[src/design/cbd_pkg.sv]
`timescale 1ns / 1ps
`default_nettype none
// ----------------------------------------------------------------------------
// cbd_pkg
// Shared types, sizes and helper functions for the circular buffer deque.
// ----------------------------------------------------------------------------
package cbd_pkg;

  // Number of slots in the circular store.
  localparam int unsigned Depth = 8;
  // Width of a slot index and of the entry counter (which must hold Depth).
  localparam int unsigned AddrW = (Depth > 1) ? $clog2(Depth) : 1;
  localparam int unsigned CountW = $clog2(Depth + 1);
  localparam int unsigned DataW = 32;
  localparam int unsigned OpW = 2;
  localparam int unsigned StatusW = 2;
  localparam int unsigned EntryW = 4;

  // Stream word widths, packed fields padded up to whole bytes.
  localparam int unsigned InFieldsW = OpW + DataW;
  localparam int unsigned InTdataW = ((InFieldsW + 7) / 8) * 8;
  localparam int unsigned OutFieldsW = StatusW + DataW + EntryW;
  localparam int unsigned OutTdataW = ((OutFieldsW + 7) / 8) * 8;

  localparam logic [AddrW-1:0] LastIdx = AddrW'(Depth - 1);
  localparam logic [CountW-1:0] FullCount = CountW'(Depth);

  typedef enum logic [OpW-1:0] {
    OP_PUSH_FRONT = 2'd0,
    OP_PUSH_REAR  = 2'd1,
    OP_POP_FRONT  = 2'd2,
    OP_POP_REAR   = 2'd3
  } op_e;

  typedef enum logic [StatusW-1:0] {
    ST_DONE  = 2'd0,
    ST_FULL  = 2'd1,
    ST_EMPTY = 2'd2
  } status_e;

  // Slot index one step towards the rear, wrapping after the last slot.
  function automatic logic [AddrW-1:0] step_up(input logic [AddrW-1:0] idx);
    return (idx >= LastIdx) ? '0 : AddrW'(idx + 1'b1);
  endfunction

  // Slot index one step towards the front, wrapping below slot zero.
  function automatic logic [AddrW-1:0] step_down(input logic [AddrW-1:0] idx);
    return (idx == '0 || idx > LastIdx) ? LastIdx : AddrW'(idx - 1'b1);
  endfunction

endpackage
`default_nettype wire

[src/design/circular_buffer_deque_unit.sv]
`timescale 1ns / 1ps
`default_nettype none
// ----------------------------------------------------------------------------
// circular_buffer_deque_unit
// Double-ended queue of signed 32-bit words held in a circular RAM.
// ----------------------------------------------------------------------------
// Each input word carries an opcode (push front, push rear, pop front, pop
// rear) and a value, and produces exactly one output word with a status
// (done, push refused because full, pop refused because empty), the popped
// value (zero unless a pop succeeded) and the entry count after the operation.
// The unit takes one word per cycle unless the output stalls: the head, tail
// and count registers are updated at the accepting edge, the single RAM port
// is written (push) or read (pop) at that same edge, and the read data arrives
// in the next cycle in the result stage, which drives the output directly. A
// slot written at one edge is already visible to a read at the next, so no
// forwarding is needed. The result is offered in the cycle after acceptance;
// while a result is held by a stalled output, no new word is accepted, since
// the RAM read register belongs to that result. No clearing pass is needed
// after reset: a pop only ever reads a slot that an earlier push wrote.
// ----------------------------------------------------------------------------
module circular_buffer_deque_unit (
  input  wire logic                          clk_i,
  input  wire logic                          rst_ni,
  // Input word fields, lowest bit up: opcode[1:0], push_value[33:2], zero pad.
  input  wire logic [cbd_pkg::InTdataW-1:0]  s_axis_tdata_i,
  input  wire logic                          s_axis_tvalid_i,
  output logic                               s_axis_tready_o,
  // Output word fields, lowest bit up: status[1:0], popped_value[33:2],
  // entry_count[37:34], zero pad.
  output logic [cbd_pkg::OutTdataW-1:0]      m_axis_tdata_o,
  output logic                               m_axis_tvalid_o,
  input  wire logic                          m_axis_tready_i
);

  localparam logic [cbd_pkg::CountW-1:0] CountOne = cbd_pkg::CountW'(1);

  // Deque pointers and fill level.
  logic [cbd_pkg::AddrW-1:0]  head_q, head_d;
  logic [cbd_pkg::AddrW-1:0]  tail_q, tail_d;
  logic [cbd_pkg::CountW-1:0] count_q, count_d;

  // Result stage.
  logic                       res_valid_q;
  cbd_pkg::status_e           res_status_q, res_status_d;
  logic                       res_pop_q, res_pop_d;
  logic [cbd_pkg::CountW-1:0] res_count_q;

  // Decoded input word.
  cbd_pkg::op_e              op;
  logic [cbd_pkg::DataW-1:0] push_value;
  logic                      accept;

  // RAM access.
  logic                      ram_en;
  logic                      ram_we;
  logic [cbd_pkg::AddrW-1:0] ram_addr;
  logic [cbd_pkg::DataW-1:0] ram_rdata;
  logic [cbd_pkg::DataW-1:0] popped_value;

  assign op         = cbd_pkg::op_e'(s_axis_tdata_i[cbd_pkg::OpW-1:0]);
  assign push_value = s_axis_tdata_i[cbd_pkg::OpW +: cbd_pkg::DataW];

  // A new word may enter once the held result has gone or is leaving now.
  assign s_axis_tready_o = !res_valid_q || m_axis_tready_i;
  assign accept          = s_axis_tvalid_i && s_axis_tready_o;

  always_comb begin
    head_d       = head_q;
    tail_d       = tail_q;
    count_d      = count_q;
    res_status_d = cbd_pkg::ST_DONE;
    res_pop_d    = 1'b0;
    ram_en       = 1'b0;
    ram_we       = 1'b0;
    ram_addr     = head_q;
    case (op)
      cbd_pkg::OP_PUSH_FRONT, cbd_pkg::OP_PUSH_REAR: begin
        if (count_q >= cbd_pkg::FullCount) begin
          res_status_d = cbd_pkg::ST_FULL;
        end else begin
          ram_en  = accept;
          ram_we  = 1'b1;
          count_d = count_q + 1'b1;
          if (count_q == '0) begin
            // An empty deque restarts at slot zero.
            head_d   = '0;
            tail_d   = '0;
            ram_addr = '0;
          end else if (op == cbd_pkg::OP_PUSH_FRONT) begin
            head_d   = cbd_pkg::step_down(head_q);
            ram_addr = head_d;
          end else begin
            tail_d   = cbd_pkg::step_up(tail_q);
            ram_addr = tail_d;
          end
        end
      end
      cbd_pkg::OP_POP_FRONT, cbd_pkg::OP_POP_REAR: begin
        if (count_q == '0) begin
          res_status_d = cbd_pkg::ST_EMPTY;
        end else begin
          ram_en    = accept;
          res_pop_d = 1'b1;
          count_d   = count_q - 1'b1;
          if (op == cbd_pkg::OP_POP_FRONT) begin
            ram_addr = head_q;
            // The last entry leaves both pointers where they are.
            if (count_q > CountOne) begin
              head_d = cbd_pkg::step_up(head_q);
            end
          end else begin
            ram_addr = tail_q;
            if (count_q > CountOne) begin
              tail_d = cbd_pkg::step_down(tail_q);
            end
          end
        end
      end
      default: begin
        res_status_d = cbd_pkg::ST_DONE;
      end
    endcase
  end

  cbd_ram #(
    .Width (cbd_pkg::DataW),
    .Depth (cbd_pkg::Depth)
  ) u_ram (
    .clk_i   (clk_i),
    .en_i    (ram_en),
    .we_i    (ram_we),
    .addr_i  (ram_addr),
    .wdata_i (push_value),
    .rdata_o (ram_rdata)
  );

  always_ff @(posedge clk_i or negedge rst_ni) begin
    if (!rst_ni) begin
      head_q      <= '0;
      tail_q      <= '0;
      count_q     <= '0;
      res_valid_q <= 1'b0;
    end else begin
      if (accept) begin
        head_q  <= head_d;
        tail_q  <= tail_d;
        count_q <= count_d;
      end
      if (accept) begin
        res_valid_q <= 1'b1;
      end else if (m_axis_tready_i) begin
        res_valid_q <= 1'b0;
      end
    end
  end

  // Result payload; no reset needed.
  always_ff @(posedge clk_i) begin
    if (accept) begin
      res_status_q <= res_status_d;
      res_pop_q    <= res_pop_d;
      res_count_q  <= count_d;
    end
  end

  assign popped_value = res_pop_q ? ram_rdata : '0;

  assign m_axis_tvalid_o = res_valid_q;
  assign m_axis_tdata_o  = cbd_pkg::OutTdataW'({
                             cbd_pkg::EntryW'(res_count_q),
                             popped_value,
                             res_status_q
                           });

endmodule
`default_nettype wire

[src/design/cbd_ram.sv]
`timescale 1ns / 1ps
`default_nettype none
// ----------------------------------------------------------------------------
// cbd_ram
// Single-port synchronous RAM with a registered read.
// ----------------------------------------------------------------------------
module cbd_ram #(
  parameter int unsigned Width = 32,
  parameter int unsigned Depth = 8
) (
  input  wire logic                                    clk_i,
  input  wire logic                                    en_i,
  input  wire logic                                    we_i,
  input  wire logic [((Depth > 1) ? $clog2(Depth) : 1)-1:0] addr_i,
  input  wire logic [Width-1:0]                        wdata_i,
  output logic      [Width-1:0]                        rdata_o
);

  logic [Width-1:0] mem [Depth];
  logic [Width-1:0] rdata_q;

  always_ff @(posedge clk_i) begin
    if (en_i && we_i) begin
      mem[addr_i] <= wdata_i;
    end
  end

  always_ff @(posedge clk_i) begin
    if (en_i && !we_i) begin
      rdata_q <= mem[addr_i];
    end
  end

  assign rdata_o = rdata_q;

endmodule
`default_nettype wire

[config.mk]
export PLATFORM = sky130hd
export DESIGN_NAME = circular_buffer_deque_unit
export DESIGN_NICKNAME = d
export VERILOG_FILES = /design/src/design/cbd_pkg.sv /design/src/design/circular_buffer_deque_unit.sv /design/src/design/cbd_ram.sv
export SDC_FILE = /design/constraint.sdc
export NUM_CORES = 1
export LEC_CHECK = 0
export ABC_AREA = 1
export BUFFER_PORTS_ARGS = -buffer_cell sky130_fd_sc_hd__buf_2
export CORE_MARGIN = 1
export CORE_UTILIZATION = 45
export CTS_CLUSTER_DIAMETER = 100
export DETAILED_ROUTE_END_ITERATION = 7
export SLEW_MARGIN = 25
export SYNTH_ARGS = -nofsm -noshare
export SYNTH_HDL_FRONTEND = slang
export SYNTH_SLANG_ARGS = --single-unit
[constraint.sdc]
create_clock -name clk_i -period 4.9 [get_ports clk_i]
set_clock_uncertainty 0.15 [all_clocks]
set_input_delay 0.245 -clock clk_i [delete_from_list [all_inputs] [get_ports clk_i]]
set_output_delay 0.245 -clock clk_i [all_outputs]
set_load 0.005 [all_outputs]
==> impl_metrics.csv, run 1 <==
group,metric,value,unit
sta,slew_viol_final,0,
pwr,vdd_drop_max,0.422,mV
detailed_routing,first_pass_iters,5,
detailed_routing,drtIter0Drc,713,
sta,rsz0062_at_grt,"no",
outcome,status,"complete, no violations",
sta,worst_slew_pin_slew,0.979,ns
setup_path,critPathSlowestCell,"dfrtp_1",
synthesis,netlist_top_cells_area,"edfxtp_1 65%, nand2_1 15%, nand4_1 6.1%",
die,die_x,176,um
clocking,cts_resized,0,
sta,period_needed,3.80,ns
detailed_routing,routed_wl,30200,um
synthesis,seq_area_frac_synth,67.1,%
synthesis,synth.cell_area,0.0136,sq mm
finish,fin_cells,1802,
clocking,post-cts-setup-buffers,0,
sta,setup_viol,0,
setup_path,crit_path_max_fanout,51,
sta,finalHoldViolCount,0,
setup_path,cp_common_cell,"nand4_1",
finish,final_area,0.0157,sq mm
hold_path,hold_class,"primary input to flip-flop",
clocking,clkLatencyLatePin,0.56,ns
global_routing,grt_start_max_net_pins,83,
synthesis,synth_top_area_cell,"edfxtp_1",
place,dp_cells,1708,
synthesis,async_flop_share,3.59,%
sta,finalSetupTns,0,ns
die,initial_core_util,45.8,%
place,post_dp_cell_area,0.0143,sq mm
sta,fin_ws,1.10,ns
setup_path,cp-endpoint,"u_ram.mem[2][2]",
die,die_y,176,um
clocking,clockRootBuffer,"clkbuf_16",
detailed_routing,drc,0,
finish,nets,1443,
synthesis,synth.avg_cell_area,10.5,sq um
pwr,power_density,573,mW/mm^2
synthesis,synthTopCellsByCount,"555 x nand2_1, 295 x edfxtp_1, 133 x nand4_1",
clocking,clkTransAtPathRegs,0.06,ns
place,place_congestion,0.830,
global_routing,grt_use_total,19.9,%
setup_path,slowest_delay,0.54,ns
clocking,clockBufferDepth,3,
setup_path,crit_required,4.95,ns
synthesis,synth_warnings,0,
synthesis,ys_seq_elements,306,
synthesis,yosysTopAreaCellShare,65.0,%
clocking,cts_made_buffers,31,
detailed_routing,via_per_inst,5.12,
setup_path,r2r_setup_slack,1.10,ns
synthesis,syn_inst,1296,
die,std_cell_rows,63,
global_routing,antenna_found_initial,0,
setup_path,critPathKind,"flip-flop to flip-flop",
synthesis,ys_types,33,
die,dieArea,0.0310,sq mm
setup_path,r2r-start,"head_q[0]",
detailed_routing,num_vias,9231,
global_routing,grt_pass1_wl,47800,um
finish,syn2layout_area_growth,15.6,%
clocking,cts_tree,"done",
sta,timing.hold.ws,0.0403,ns
setup_path,regToRegEndpoint,"u_ram.mem[2][2]",
die,ios,86,
run,maxCapViolations,0,
global_routing,grt_pass1_vias,8770,
setup_path,reg2regPathDepth,9,
clocking,htreeDepth,1,
synthesis,synth_edf_count,295,
pwr,leakage,6.70,nW
setup_path,crit_arrival,3.85,ns
setup_path,startpoint,"head_q[0]",
place,portBuffers,77,
global_routing,grt_overflow,0,
setup_path,worst_setup_path_start_kind,"flip-flop",
detailed_routing,ant_nets,0,
detailed_routing,wire_per_inst,16.7,um
clocking,clkSinkCount,306,
place,hpwl,15800,um
sta,fmax,0.263,GHz
setup_path,end_kind,"flip-flop",
sta,finalCritPeriodShare,77.5,%
sta,maxSlewHeadroom,34.6,%
place,pre_cts_slack,1.06,ns
die,core,0.0297,sq mm
setup_path,path_cells,"ha_1 > ha_1 > inv_1 > nand4_1 > nand4_1 > nand2_4 > nand4_1 > nor2_4 > buf_4",
synthesis,yosys_most_used_dff,"edfxtp_1",
finish,antennaDiodeCount,0,
synthesis,synth.most_common_cell,"nand2_1",
finish,drive_gt1_share,12.3,%
==> layout by cell type, fill, tap and decap left out, types with 11 or more instances in the layout <==
cell type and instances:
nand2_1 553, nand4_1 133, edfxtp_1 295, nor2_4 14, nand3_1 14, nor2_1 14
buf_2 77, clkbuf_16 31, ha_1 11, inv_1 121, dlygate4sd3_1 37, buf_4 20
dfrtp_1 11, o21ai_0 13
==> registers in the layout, summed over array words and instances, names as in the netlist <==
name and cells:
count_q 4, head_q 3, m_axis_tvalid_o 1, res_count_q 4, res_pop_q 1, res_status_q 2, tail_q 3, u_ram.mem 256
u_ram.rdata_o 32
==> stage by stage <==
step | utilization [%] | total power [mW]
6_report | 53.0 | 9.02
5_1_grt | 53.0 | 9.63
4_1_cts | 53.0 | 9.09
3_5_place_dp | 48.1 | 6.58
3_3_place_gp | 48.1 | 6.54
2_1_floorplan | - | 5.84
==> repair_timing <==
item                                    CTS  global route
hold buffers                             37             0
endpoints found under the setup margin    0             0
endpoints found under the hold margin   269             0
==> per-layer routing <==
layer / up-vias / global-route usage (%) / part of all wire (%)
li1: 4540 / - / -
met1: 4368 / 26.5 / 44
met2: 263 / 33.7 / 48
met3: 60 / 3.01 / 5.9
met4: 0 / 5.98 / 2.5
met5: - / 0 / 0
==> power breakdown <==
group / internal, mW / total [mW] / switching (mW)
logic: 0.940 / 3.18 / 2.24
clock network: 1.52 / 2.48 / 0.967
registers: 3.25 / 3.36 / 0.110
==> worst max-delay path, delay by kind of cell, from the launching register on <==
family | cells | cell delay, ns
fa+ha+maj | 2 | 0.36
simple gates | 5 | 1.85
flops | 1 | 0.54
buf+inv | 2 | 0.52
==> final cells by class <==
class,instances,area [sq um]
Fill cell,2581,14000
Clock buffer,34,787
Tap cell,390,488
Timing Repair Buffer,135,926
Clock inverter,23,288
Multi-Input combinational cell,786,3640
Sequential cell,306,9130
Inverter,128,482
==> worst min path at each step <==
| stage | start | end | slack (ns) | cells after the start |
|---|---|---|---|---|
| 2_1_floorplan | rst_ni | count_q[0] | -0.20 | 0 |
| 3_3_place_gp | rst_ni | head_q[1] | -0.005 | 1 |
| 3_5_place_dp | rst_ni | head_q[0] | -0.009 | 1 |
| 4_1_cts | s_axis_tvalid_i | count_q[2] | 0.03 | 4 |
| 5_1_grt | s_axis_tvalid_i | count_q[2] | 0.09 | 4 |
| 6_report | s_axis_tvalid_i | count_q[2] | 0.04 | 4 |
==> cell families (layout without fill, tap and decap cells) <==
kind of cell / count (synthesis) / in the layout / synth area share [%]
AND/OR/NAND/NOR: 742 / 742 / 23.6
flip-flops: 306 / 306 / 67.1
buffers and inverters: 205 / 320 / 6.96
AO/OA/AOI/OAI: 29 / 29 / 1.23
adder cells (fa/ha/maj): 11 / 11 / 1.01
XOR/XNOR: 2 / 2 / 0.129
other: 1 / 2 / 0.0275
Note: power is estimated with default switching activity, not from simulation.
==> inputs of run 2 (changes only) <==
- clock period: 4.9 -> 3.35 ns (I/O delays scaled with it)
==> run 2 against run 1 <==
- wire length rose by 0.85%
- clock power is 48% higher
- first-iteration DRC count is 2.0% lower
- sequential power grew 46%
- die area unchanged
- global-route usage up 0.33 points
- maximum frequency up 31%
- critical path type unchanged
- combinational power increased by 50%
- sequential cell count unchanged
- cell count is 0.67% higher
- critical endpoint is now u_ram.rdata_o[7]
- core utilization is 0.60 points higher
- non-clock buffer count grew 12
==> impl_metrics.csv, run 2 (synthesized netlist as in run 1, its figures left out) <==
group,metric,value,unit
sta,rsz0062_at_grt,"no",
setup_path,worst_setup_path_start_kind,"flip-flop",
finish,antennaDiodeCount,0,
global_routing,grt_start_max_net_pins,129,
detailed_routing,drc,0,
die,die_y,176,um
clocking,clockRootBuffer,"clkbuf_16",
setup_path,end_kind,"flip-flop",
setup_path,crit_arrival,3.07,ns
global_routing,antenna_found_initial,0,
setup_path,crit_path_max_fanout,17,
detailed_routing,drtIter0Drc,699,
global_routing,grt_use_total,20.2,%
global_routing,grt_pass1_vias,9007,
pwr,power.total,13.3,mW
setup_path,critPathKind,"flip-flop to flip-flop",
finish,nets,1455,
clocking,htreeDepth,1,
pwr,leakage,6.79,nW
run,maxCapViolations,0,
detailed_routing,via_per_inst,5.13,
sta,slew_viol_final,0,
detailed_routing,num_vias,9304,
clocking,clkSinkCount,306,
sta,worst_slew_pin_slew,0.858,ns
setup_path,crit_required,3.52,ns
clocking,post-cts-setup-buffers,0,
pwr,vdd_drop_max,0.718,mV
finish,largest_reg_flops,256,
sta,fmax,0.345,GHz
finish,drive_gt1_share,12.9,%
clocking,cts_made_buffers,31,
clocking,clkTransAtPathRegs,0.06,ns
sta,fin_ws,0.448,ns
detailed_routing,first_pass_iters,5,
place,hpwl,16000,um
finish,syn2layout_area_growth,16.9,%
finish,layout_common_cells,"553 x nand2_1, 295 x edfxtp_1, 133 x nand4_1",
finish,final_common_cell,"nand2_1",
clocking,clkLatencyLatePin,0.58,ns
detailed_routing,routed_wl,30400,um
sta,finalCritPeriodShare,86.6,%
clocking,clockBufferDepth,3,
sta,finalHoldViolCount,0,
place,portBuffers,77,
pwr,power_density,837,mW/mm^2
detailed_routing,ant_nets,0,
sta,setup_viol,0,
place,place_congestion,0.796,
outcome,status,"complete, no violations",
sta,period_needed,2.90,ns
die,dieArea,0.0310,sq mm
clocking,cts_tree,"done",
die,initial_core_util,45.8,%
sta,maxSlewHeadroom,42.8,%
global_routing,grt_overflow,0,
die,ios,86,
die,std_cell_rows,63,
hold_path,hold_class,"primary input to flip-flop",
die,core,0.0297,sq mm
detailed_routing,wire_per_inst,16.8,um
finish,top_register,"u_ram.mem",
clocking,cts_resized,0,
place,pre_cts_slack,0.460,ns
die,die_x,176,um
global_routing,grt_pass1_wl,48800,um
==> run 2: changes by cell type in the layout (fill, tap and decap cells not counted), sizes merged <==
cell,before,now
buf,98,107
clkbuf,34,38
dlygate4sd3,37,40
clkinv,15,12
clkinvlp,1,0
==> run 2: what timing repair did <==
item / 4_1_cts / 5_1_grt
hold buffers: 40 / 0
hold endpoints to repair: 275 / 0
endpoints found under the setup margin: 0 / 0
==> run 2: path summary, 6_finish.rpt <==
path                               startpoint          endpoint  slack (ns)  cells after the start
max in group asynchronous              rst_ni        count_q[0]        2.16                      3
min in group asynchronous              rst_ni         head_q[2]        0.50                      3
min reg2reg                   u_ram.mem[5][5]  u_ram.rdata_o[5]        0.53                      6
max reg2reg                        count_q[0]  u_ram.rdata_o[7]        0.45                     15
min                        s_axis_tdata_i[17]  u_ram.mem[5][15]        0.25                      2
max                                count_q[0]  u_ram.rdata_o[7]        0.45                     15
==> run 2: final cells by class <==
cell class	instances	area, sq um
multi-input combinational	786	3640
tap	390	488
inverter	128	482
clock inverter	19	278
clock buffer	38	802
timing repair buffer	147	1100
fill	2610	13800
sequential	306	9130
==> run 2: worst max-delay path, stage by stage, from the launching register on <==
cell	delay, ns
dfrtp_1	0.46
inv_1	0.09
ha_1	0.28
nand2_2	0.22
nand2_2	0.09
nand2_1	0.06
nand3_1	0.11
nand2_1	0.14
nor2_4	0.06
nand2_2	0.15
clkinv_2	0.34
buf_12	0.29
nand2_1	0.06
nand2_1	0.05
inv_1	0.06
nand2_1	0.05
==> run 2: layer usage <==
layer  wire, um  vias up  global-route usage (%)  share of wire, %
li1           -     4565                       -                 -
met1      13800     4422                    27.4                46
met2      14200      269                    34.2                47
met3       1730       48                    2.82               5.7
met4        668        0                    5.47               2.2
met5          0        -                       0                 0
==> run 2: stage by stage <==
| stage | std cells | util, % | TNS (ns) | hold slack (ns) | cell area [sq um] |
|---|---|---|---|---|---|
| 6_report | 1814 | 53.6 | 0 | 0.246 | 15900 |
| 4_1_cts | 1814 | 53.6 | 0 | 0.230 | 15900 |
| 3_5_place_dp | 1717 | 48.6 | 0 | -0.0826 | 14400 |
| 2_1_floorplan | 1297 | - | -23.44 | -0.278 | 13600 |
| 3_3_place_gp | 1717 | 48.6 | 0 | -0.0847 | 14400 |
| 5_1_grt | 1814 | 53.6 | 0 | 0.249 | 15900 |
==> run 2: power by group <==
group	switching, mW	internal [mW]	total (mW)
combinational	3.27	1.49	4.76
clock	1.42	2.24	3.66
sequential	0.161	4.75	4.91
